**config.mk**
```make
export PLATFORM = sky130hd
export DESIGN_NAME = centered_window_spike_detect_core
export DESIGN_NICKNAME = d
export VERILOG_FILES = /design/src/rtl/core/cwsd_pkg.sv /design/src/rtl/core/centered_window_spike_detect_core.sv /design/src/rtl/core/cwsd_ram.sv
export SDC_FILE = /design/constraint.sdc
export NUM_CORES = 2
export LEC_CHECK = 0
export BUFFER_PORTS_ARGS = -buffer_cell sky130_fd_sc_hd__buf_2
export CAP_MARGIN = 20
export CORE_UTILIZATION = 40
export CTS_CLUSTER_DIAMETER = 150
export CTS_CLUSTER_SIZE = 12
export DETAILED_ROUTE_END_ITERATION = 8
export PLACE_DENSITY = 0.6
export SYNTH_ARGS = -nofsm -noshare
export SYNTH_HDL_FRONTEND = slang
export SYNTH_SLANG_ARGS = --single-unit
```
**constraint.sdc**
```tcl
create_clock -name clk -period 6.5 [get_ports clk]
set_input_delay 0.65 -clock clk [delete_from_list [all_inputs] [get_ports clk]]
set_output_delay 0.65 -clock clk [all_outputs]
set_load 0.01 [all_outputs]
```
**src/rtl/core/cwsd_pkg.sv**
```systemverilog
// Shared types and constants of the centered-window spike detector.
package cwsd_pkg;

	localparam int PRICE_W = 32;
	localparam int HW_W    = 5;
	localparam int CFG_W   = 32;

	typedef logic [PRICE_W-1:0] price_t;
	typedef logic [HW_W-1:0]    half_window_t;
	typedef logic [CFG_W-1:0]   cfg_data_t;
	typedef logic signed [1:0]  sig_t;
	typedef logic [0:0]         cfg_index_t;

	typedef struct packed {
		price_t high;
		price_t low;
	} bar_t;

	// register indexes
	localparam cfg_index_t CFG_HALF_WINDOW     = 1'd0;
	localparam cfg_index_t CFG_SPIKE_THRESHOLD = 1'd1;

	// register reset values
	localparam half_window_t HALF_WINDOW_RESET = 5'd10;
	localparam price_t       THRESHOLD_RESET   = 32'd65536;

	// signal codes
	localparam sig_t SIG_NONE = 2'sb00;
	localparam sig_t SIG_UP   = 2'sb01;
	localparam sig_t SIG_DOWN = 2'sb11;

endpackage

```
**src/rtl/core/centered_window_spike_detect_core.sv**
```systemverilog
// Top level of the centered-window spike detector: bar history, scan sequencer, classification.
// Flow: a bar still inside the first n of its series goes straight to S_EMIT and returns signal 0;
//   a classified bar passes S_SCAN, S_DECIDE and S_EMIT before its signal is registered out.
// Rate: the scan reads the 2n+1 window entries one per cycle through the single history RAM
//   read port; a new bar is accepted only in S_IDLE, so not during a scan or while S_EMIT waits
//   for the output register; bars that yield no result are taken one per cycle.
// Reset: registers return to their reset values, the bar count and write pointer clear;
//   history RAM is not swept, the bar count marks which entries hold valid bars.
module centered_window_spike_detect_core #(
	parameter int MAX_HALF_WINDOW = 16
) (
	input  logic                     clk,
	input  logic                     arst_n,
	input  logic                     cfg_we,
	input  cwsd_pkg::cfg_index_t     cfg_index,
	input  cwsd_pkg::cfg_data_t      cfg_data,
	input  logic                     in_valid,
	output logic                     in_ready,
	input  cwsd_pkg::price_t         high_price,
	input  cwsd_pkg::price_t         low_price,
	input  logic                     end_of_series,
	output logic                     out_valid,
	input  logic                     out_ready,
	output cwsd_pkg::sig_t           signal
);

	import cwsd_pkg::*;

	localparam int DEPTH = 2 * MAX_HALF_WINDOW + 1;
	localparam int AW    = $clog2(DEPTH);
	localparam int CW    = $clog2(DEPTH + 1);
	localparam int NW    = $clog2(MAX_HALF_WINDOW + 1);
	localparam int KW    = $clog2(2 * MAX_HALF_WINDOW + 1);

	localparam logic [1:0] S_IDLE   = 2'd0;
	localparam logic [1:0] S_SCAN   = 2'd1;
	localparam logic [1:0] S_DECIDE = 2'd2;
	localparam logic [1:0] S_EMIT   = 2'd3;

	logic [1:0]    state_q;
	half_window_t  hw_q;
	price_t        thr_q;
	logic [AW-1:0] wp_q;
	logic [CW-1:0] bars_seen_q;
	logic [NW-1:0] n_q;
	logic [KW-1:0] twice_n_q;
	logic [AW-1:0] rd_addr_q;
	logic [KW-1:0] rd_k_q;
	logic          issue_done_q;
	logic          val_s1;
	logic [KW-1:0] k_s1;
	price_t        top_q;
	price_t        bottom_q;
	price_t        ch_q;
	price_t        cl_q;
	sig_t          result_q;
	logic          out_valid_q;
	sig_t          signal_q;

	logic          in_fire;
	logic [NW-1:0] n_eff;
	logic [KW-1:0] twice_n;
	logic          early_bar;
	logic          full_bar;
	logic          issue;
	bar_t          wr_bar;
	bar_t          rd_bar;
	sig_t          decision;
	logic          out_free;

	assign in_ready  = (state_q == S_IDLE);
	assign in_fire   = in_valid && in_ready;
	assign out_valid = out_valid_q;
	assign signal    = signal_q;
	assign out_free  = !out_valid_q || out_ready;

	// clamp the configured half window into 1..MAX_HALF_WINDOW
	always_comb begin
		if (hw_q == '0) begin
			n_eff = NW'(1);
		end else if (int'(hw_q) > MAX_HALF_WINDOW) begin
			n_eff = NW'(MAX_HALF_WINDOW);
		end else begin
			n_eff = NW'(hw_q);
		end
	end

	assign twice_n   = KW'({n_eff, 1'b0});
	assign early_bar = bars_seen_q < CW'(n_eff);
	assign full_bar  = bars_seen_q >= CW'(twice_n);
	assign issue     = (state_q == S_SCAN) && !issue_done_q;

	assign wr_bar.high = high_price;
	assign wr_bar.low  = low_price;

	// history line as a circular buffer, newest bar at the write pointer
	cwsd_ram #(
		.WIDTH($bits(bar_t)),
		.DEPTH(DEPTH)
	) u_line (
		.clk  (clk),
		.we   (in_fire),
		.waddr(wp_q),
		.wdata(wr_bar),
		.re   (issue),
		.raddr(rd_addr_q),
		.rdata(rd_bar)
	);

	// classify the center bar against the window extremes
	always_comb begin
		if (ch_q > top_q && (ch_q - top_q) > thr_q) begin
			decision = SIG_UP;
		end else if (bottom_q > cl_q && (bottom_q - cl_q) > thr_q) begin
			decision = SIG_DOWN;
		end else begin
			decision = SIG_NONE;
		end
	end

	// configuration registers
	always_ff @(posedge clk or negedge arst_n) begin
		if (!arst_n) begin
			hw_q  <= HALF_WINDOW_RESET;
			thr_q <= THRESHOLD_RESET;
		end else if (cfg_we) begin
			unique case (cfg_index)
				CFG_HALF_WINDOW:     hw_q  <= cfg_data[HW_W-1:0];
				CFG_SPIKE_THRESHOLD: thr_q <= cfg_data[PRICE_W-1:0];
				default: ;
			endcase
		end
	end

	// advance the write pointer and bar count, clear them at end of series
	always_ff @(posedge clk or negedge arst_n) begin
		if (!arst_n) begin
			wp_q        <= '0;
			bars_seen_q <= '0;
		end else if (in_fire) begin
			if (end_of_series) begin
				wp_q        <= '0;
				bars_seen_q <= '0;
			end else begin
				wp_q <= (wp_q == AW'(DEPTH - 1)) ? '0 : wp_q + AW'(1);
				if (bars_seen_q < CW'(DEPTH)) begin
					bars_seen_q <= bars_seen_q + CW'(1);
				end
			end
		end
	end

	// sequencer
	always_ff @(posedge clk or negedge arst_n) begin
		if (!arst_n) begin
			state_q      <= S_IDLE;
			issue_done_q <= 1'b0;
			val_s1       <= 1'b0;
		end else begin
			val_s1 <= issue;
			unique case (state_q)
				S_IDLE: begin
					if (in_fire) begin
						issue_done_q <= 1'b0;
						if (early_bar) begin
							state_q <= S_EMIT;
						end else if (full_bar) begin
							state_q <= S_SCAN;
						end
					end
				end
				S_SCAN: begin
					if (issue && rd_k_q == twice_n_q) begin
						issue_done_q <= 1'b1;
					end
					if (val_s1 && k_s1 == twice_n_q) begin
						state_q <= S_DECIDE;
					end
				end
				S_DECIDE: begin
					state_q <= S_EMIT;
				end
				S_EMIT: begin
					if (out_free) begin
						state_q <= S_IDLE;
					end
				end
				default: state_q <= S_IDLE;
			endcase
		end
	end

	// scan datapath: walk ages 0..2n, fold extremes, capture the center
	always_ff @(posedge clk) begin
		if (in_fire) begin
			n_q       <= n_eff;
			twice_n_q <= twice_n;
			rd_addr_q <= wp_q;
			rd_k_q    <= '0;
			top_q     <= '0;
			bottom_q  <= '1;
			result_q  <= SIG_NONE;
		end
		if (issue) begin
			rd_addr_q <= (rd_addr_q == '0) ? AW'(DEPTH - 1) : rd_addr_q - AW'(1);
			rd_k_q    <= rd_k_q + KW'(1);
		end
		k_s1 <= rd_k_q;
		if (val_s1) begin
			if (k_s1 == KW'(n_q)) begin
				ch_q <= rd_bar.high;
				cl_q <= rd_bar.low;
			end else begin
				if (rd_bar.high > top_q) begin
					top_q <= rd_bar.high;
				end
				if (rd_bar.low < bottom_q) begin
					bottom_q <= rd_bar.low;
				end
			end
		end
		if (state_q == S_DECIDE) begin
			result_q <= decision;
		end
	end

	// output register: load when free, drop once taken
	always_ff @(posedge clk or negedge arst_n) begin
		if (!arst_n) begin
			out_valid_q <= 1'b0;
		end else if (state_q == S_EMIT && out_free) begin
			out_valid_q <= 1'b1;
		end else if (out_ready) begin
			out_valid_q <= 1'b0;
		end
	end

	always_ff @(posedge clk) begin
		if (state_q == S_EMIT && out_free) begin
			signal_q <= result_q;
		end
	end

	// checks
	a_count_bound: assert property (@(posedge clk) disable iff (!arst_n)
		bars_seen_q <= CW'(DEPTH))
		else $error("bar count past line depth");

	a_eos_clear: assert property (@(posedge clk) disable iff (!arst_n)
		in_fire && end_of_series |=> bars_seen_q == '0 && wp_q == '0)
		else $error("history not cleared at end of series");

	a_count_step: assert property (@(posedge clk) disable iff (!arst_n)
		in_fire && !end_of_series && bars_seen_q < CW'(DEPTH)
		|=> bars_seen_q == $past(bars_seen_q) + CW'(1))
		else $error("bar count did not advance");

	a_sig_code: assert property (@(posedge clk) disable iff (!arst_n)
		out_valid |-> signal != 2'sb10)
		else $error("illegal signal code");

	a_scan_idle: assert property (@(posedge clk) disable iff (!arst_n)
		state_q != S_SCAN |-> !issue)
		else $error("history read outside scan");

endmodule

```
**src/rtl/core/cwsd_ram.sv**
```systemverilog
// Generic simple dual-port RAM with registered read.
module cwsd_ram #(
	parameter int WIDTH = 64,
	parameter int DEPTH = 33
) (
	input  logic                     clk,
	input  logic                     we,
	input  logic [$clog2(DEPTH)-1:0] waddr,
	input  logic [WIDTH-1:0]         wdata,
	input  logic                     re,
	input  logic [$clog2(DEPTH)-1:0] raddr,
	output logic [WIDTH-1:0]         rdata
);

	logic [WIDTH-1:0] mem [DEPTH];

	// write port
	always_ff @(posedge clk) begin
		if (we) begin
			mem[waddr] <= wdata;
		end
	end

	// registered read port
	always_ff @(posedge clk) begin
		if (re) begin
			rdata <= mem[raddr];
		end
	end

endmodule
```
## After elaboration in Yosys (flattened, before gate mapping)

Memory sizes are Yosys's and may differ from the RTL's. A register that Yosys moved wholly into a read port is not among the register bits.
Cells that the tools add are included.

- $add $sub $neg: 6
- Order comparisons: 10
- Eq/ne operators: 12
- Muxes and demuxes: 36
- Bitwise gates (word level): 1
- Reductions and logical operators: 24

Operator list:

| kind | number |
|---|---|
| 32-bit two-way mux | 8 |
| 32-bit > comparator | 5 |
| 32-bit subtractor | 2 |
| 6-bit two-way mux | 9 |
| 32-bit less-than comparator | 1 |
| 6-bit by 1-bit adder with 6-bit output (second input constant) | 3 |
| 2-bit two-way mux | 9 |
| 6-bit equality test | 2 |
| 5-bit two-way mux | 2 |
| 2-bit nonzero test | 5 |
| 2-bit one-hot mux with 4 select lines | 1 |
| 2-bit AND reduction | 4 |
| 1-bit logical AND | 7 |
| 6-bit by 5-bit equality test with 1-bit output | 1 |
| 6-bit equality test (second input constant) | 1 |
| 6-bit greater-or-equal comparator | 1 |
| 6-bit logical NOT | 1 |
| 6-bit by 5-bit less-than comparator with 1-bit output | 1 |
| 6-bit less-than comparator (second input constant) | 1 |
| 1-bit two-way mux | 6 |
| 2-bit by 1-bit != test with 1-bit output (second input constant) | 3 |
| 6-bit by 1-bit subtractor with 6-bit output (second input constant) | 1 |
| 5-bit > comparator (second input constant) | 1 |
| 5-bit logical NOT | 1 |
| 11 further kinds | 13 |

- Bits in registers: 209
- RAM bits: 2,112
- Memories kept: 1

Memories:

| name | words | bits a word | rd ports | clocked after memory_dff | write ports | line | source |
|---|---|---|---|---|---|---|---|
| u_line.mem | 33 | 64 | 1 | 1 | 1 | cwsd_ram.sv:15 | `logic [WIDTH-1:0] mem [DEPTH];` |

## Depth between registers and ports, before layout

- Depth in word-level cells: 8
- Gate-level depth with buffers: 20
- Gate-level depth less buffers: 20

## By module

A second synthesis with hierarchy kept.

- Cells, all modules: 5,341
- Area total of the unflattened synthesis: 97,063.1 µm²

Modules (own cells, without submodules):

| module | instances | cells each | area each (µm²) | sequential area each (µm²) |
|---|---|---|---|---|
| cwsd_ram | 1 | 3,848 | 82,685.6 | 65,342.7 |
| centered_window_spike_detect_core | 1 | 1,493 | 14,377.5 | 5,308.8 |

## Worst setup path before layout

No wires, ideal clock.

- Path kind: reg2reg
- From: reg state_q[0]
- To: mem u_line.mem[32][0], enable pin
- Arrival: 5,742 ps
- Data required time: 5,935 ps
- Setup slack: 193 ps
- Cell stages (with the launch flop): 7
- Path buffers: 2
- Cell sequence: dfrtp_1 inv_1 ha_1 nand2_1 clkbuf_1 clkbuf_1 nor3_1

- Longest elaborated chain between the ends: 4

Ends and longest elaborated chain:

| item | line | source |
|---|---|---|
| from (decl) | centered_window_spike_detect_core.sv:40 | `logic [1:0] state_q;` |
| from (signal assigned) | centered_window_spike_detect_core.sv:156 | `state_q <= S_IDLE;` |
| from (signal assigned) | centered_window_spike_detect_core.sv:166 | `state_q <= S_EMIT;` |
| from (signal assigned) | centered_window_spike_detect_core.sv:168 | `state_q <= S_SCAN;` |
| 2-bit logical NOT | centered_window_spike_detect_core.sv:71 | `assign in_ready = (state_q == S_IDLE);` |
| via in_ready | centered_window_spike_detect_core.sv:18 | `output logic in_ready,` |
| 1-bit logical AND | centered_window_spike_detect_core.sv:72 | `assign in_fire = in_valid && in_ready;` |
| 1-bit two-way mux | cwsd_ram.sv:19 | `if (we) begin` |
| 1-bit two-way mux (not written as such) | cwsd_ram.sv:20 | `mem[waddr] <= wdata;` |
| to (decl) | cwsd_ram.sv:15 |  |

The timed path passes the listed nets, and every way through them passes these cells.

## Worst setup path after layout

- From: reg cl_q[1]
- To: reg result_q[1], data pin

- Longest elaborated chain between the ends: 6
- Elaborated cells on any way between the ends: 7
- Classes of those cells: add/sub (1); order compare (2); mux (3); reduce/logical (1)

Ends and longest elaborated chain:

| item | line | source |
|---|---|---|
| from (decl) | centered_window_spike_detect_core.sv:55 | `price_t cl_q;` |
| from (signal assigned) | centered_window_spike_detect_core.sv:212 | `cl_q <= rd_bar.low;` |
| 32-bit subtractor | centered_window_spike_detect_core.sv:114 | `end else if (bottom_q > cl_q && (bottom_q - cl_q) > thr_q) begin` |
| 32-bit > comparator | centered_window_spike_detect_core.sv:114 |  |
| 1-bit logical AND * | centered_window_spike_detect_core.sv:114 |  |
| 2-bit two-way mux * | centered_window_spike_detect_core.sv:114 |  |
| 2-bit two-way mux * | centered_window_spike_detect_core.sv:112 | `if (ch_q > top_q && (ch_q - top_q) > thr_q) begin` |
| 2-bit two-way mux * | centered_window_spike_detect_core.sv:222 | `if (state_q == S_DECIDE) begin` |
| to (signal assigned) | centered_window_spike_detect_core.sv:223 | `result_q <= decision;` |
| to (decl) | centered_window_spike_detect_core.sv:56 | `sig_t result_q;` |

Every way passes the cells marked *; elsewhere a longest branch is shown, timed or not.
A chain may end at the register's enable or synchronous reset.

==> run_results.csv <==
group,metric,value,unit
status,status,"complete, no violations",
worst_setup_path,r2r-start,"cl_q[1]",
synthesis,syn_area_per_cell,18.19,sq um
synthesis,synth_edf_count,2261,
synthesis,syn_area,97060,sq um
clock_tree,cts_buffers,217,
worst_setup_path,worstPathMaxFanout,5,
synthesis,synth_top_flop_cell,"edfxtp_1",
placed_design,dp.final_hpwl,136900,microns
layout,instances_no_fill,8816,
synthesis,syn-num-nets,5652,
worst_setup_path,start_kind,"flop",
worst_setup_path,critical_path_class,"reg -> reg",
route,totalWireLength,254700,microns
power,vdd_drop_max,0.3879,mV
sta,slew_viol_final,0,
route,drt_iter0_markers,5819,
sta,setup_tns,0,ns
power,sw_frac_of_total,0.3367,
floorplanning,start_util,0.4028,
synthesis,synth_top_family_by_area,"multiplexers",
sta,setup_violations,0,
run,drv_cap,0,
layout,nNetsFinal,5870,
placed_design,io_buffers,106,
sta,slew_headroom,0.2089,
synthesis,ys_types,76,
sta,rsz0062_at_grt,"false",
floorplanning,io_pins,107,
clock_tree,cts_sinks,2385,
clock_tree,cts_tree,"done",
power,power_density,416.4,nW/um^2
worst_setup_path,worstSetupStartpoint,"cl_q[1]",
route,ant_nets,0,
synthesis,synth_fa_ha_area_frac,0.02761,
placed_design,gp_congestion,0.8130,
power,p_sw,0.01518,W
placed_design,place_inst,8487,
route,via_per_inst,5.787,
sta,period_share,0.6883,
clock_tree,clockBufferDepth,3,
layout,drive_above_1_share,0.1725,
synthesis,synthMuxAreaShare,0.1340,
synthesis,async_flop_share,0.02264,
synthesis,synth_compound_area_frac,0.05971,
power,total_leakage_power,35.78,nW
worst_setup_path,worst_ep_arrival_time,5.26,ns
synthesis,synth.top_cells.by_area,"edfxtp_1, mux4_2, mux2i_1",
power,power_frac_seq,0.410,
synthesis,yosysWarnings,0,
power,p_clk_frac,0.256,
floorplanning,rows,180,
sta,fmax,223.5,MHz
synthesis,synth_xor_area_frac,0.007219,
floorplanning,die_w,494.6,microns
synthesis,ys_seq_area_frac,0.7279,
hold_path,hold_class,"in -> reg",
global_routing,antenna_found_initial,32,
synthesis,yosysTopAreaCell,"edfxtp_1",
power,cellInternalPower,0.02989,W
worst_setup_path,required,7.29,ns
global_routing,grt_overflow_total,0,
synthesis,synthDominantCellAreaShare,0.6995,
sta,tightestPinTransition,1.187,ns
route,drc,0,
floorplanning,die_y,494.6,microns
global_routing,grt_pass1_wl,364800,microns
global_routing,grt_use_total,0.2064,
sta,finalHoldViolations,0,
layout,area_growth_syn_to_layout,11.52,%
sta,post-route-min-period,4.474,ns
clock_tree,clockRootBuffer,"clkbuf_16",
route,vias,51020,
clock_tree,cts_max_level,4,
clock_tree,clock_latency,0.90,ns
layout,layout_common_cells,"edfxtp_1, mux2i_1, mux4_2",
route,wire_per_inst,28.89,microns
floorplanning,die-area,244600,sq um
synthesis,yosys_register_bits,2385,
route,firstDrtPassIters,6,
power,comb_power_share,0.334,
sta,fin_skew,0.08583,ns
worst_setup_path,setup.worst_path.end_class,"flop",
layout,layout_commonest_cell,"edfxtp_1",
synthesis,syn_inst,5336,
global_routing,grt_pass1_vias,50900,
global_routing,grt_start_max_net_pins,119,
floorplanning,placeableCoreArea,241000,sq um
hold_path,hp-start,"out_ready",
clock_tree,clkTransAtPathRegs,0.08,ns
synthesis,yosys.area_share.simple,0.02270,
-- power groups by stage --
stage | sequential [W] | clock (W) | combinational (W)
after floorplan | 0.0185 | 0 | 0.0104
after global placement | 0.0188 | 0 | 0.0149
after detailed placement | 0.0188 | 0 | 0.0151
after CTS | 0.0185 | 0.0118 | 0.0151
after global routing | 0.0185 | 0.0123 | 0.0162
final | 0.0185 | 0.0115 | 0.0151
-- critical path, cell delays in order, from the launching register on --
cell,delay (ns)
edfxtp_1,0.42
inv_1,0.09
ha_1,0.23
nor2b_1,0.14
o31a_1,0.27
o21ai_1,0.41
o211ai_1,0.21
a31oi_1,0.32
o21ai_0,0.22
mux2i_1,0.19
o2111ai_1,0.15
ha_1,0.33
nand3_1,0.10
nor3_1,0.26
and4_1,0.26
nand3_1,0.10
o21ai_0,0.18
nor2_1,0.06
nor3_1,0.23
and3b_1,0.19
-- stage by stage --
stage | utilization | hold WS (ns) | total power [W] | instance area [sq um] | setup WS [ns]
after floorplan | - | 0.3544 | 0.02891 | 97060 | 0.1934
after CTS | 0.4491 | 0.005069 | 0.04535 | 108200 | 2.048
after global placement | 0.4227 | 0.4282 | 0.03365 | 101900 | 1.978
after global routing | 0.4491 | 0.07219 | 0.04702 | 108200 | 1.595
after detailed placement | 0.4230 | 0.4240 | 0.03384 | 101900 | 2.067
final | 0.4492 | 0.07355 | 0.04507 | 108200 | 2.026
-- registers in the layout, indices dropped and copies added (netlist names), 32 cells and up --
name          cells
u_line.rdata     64
bottom_q         32
ch_q             32
cl_q             32
u_line.mem     2112
thr_q            32
top_q            32
-- routing by layer --
metal,vias to the layer above,track usage,wire length [microns]
met2,1803,0.3359,122200
met1,26900,0.2872,109300
li1,21930,-,-
met4,10,0.04989,5556
met3,371,0.03702,17560
met5,-,0,50
-- path summary, 6_finish.rpt --
| kind | cells past startpoint | slack (ns) | to |
|---|---|---|---|
| max | 19 | 2.03 | result_q[1] |
| min | 3 | 0.07 | out_valid |
| max reg2reg | 19 | 2.03 | result_q[1] |
| min reg2reg | 0 | 0.44 | signal[1] |
| max in group asynchronous | 3 | 5.49 | thr_q[19] |
| min in group asynchronous | 3 | 0.40 | hw_q[0] |
-- kinds of logic after synthesis --
group | count (synthesis)
flops | 2385
compound gates | 882
mux | 850
simple gates | 470
buf+inv | 456
fa+ha+maj | 213
xor+xnor | 80
-- layout make-up --
class                           count  area [sq um]
Antenna cell                        8         20.02
Clock buffer                      273          5662
Tap cell                         3185          3985
Clock inverter                     15         286.5
Timing Repair Buffer              247          2157
Sequential cell                  2385         70650
Inverter                          208         783.3
Multi-Input combinational cell   2495         24690
Fill cell                       20520        132700
-- timing repair --
item                      4_1_cts  5_1_grt
hold buffers                   33        0
buffers inserted                0        0
hold endpoints to repair       88        0
gates resized for setup         0        0
-- cells in the mapped netlist, types with 16 or more instances --
cell	n
edfxtp_1	2261
mux2i_1	387
mux4_2	348
a21oi_1	243
ha_1	211
inv_1	207
nand2_1	147
o21ai_0	147
o221ai_1	138
clkbuf_1	115
mux2_2	115
o22ai_1	112
nor2_1	110
dfxtp_1	70
a21o_1	67
nor3_1	67
buf_2	55
xnor2_1	52
dfrtp_1	51
a22o_1	44
nand3_1	38
buf_4	33
nand4_1	32
buf_1	29
xor2_1	28
a211oi_1	23
nor2b_1	21
o21a_1	16
Power figures use the tool's default switching activity.
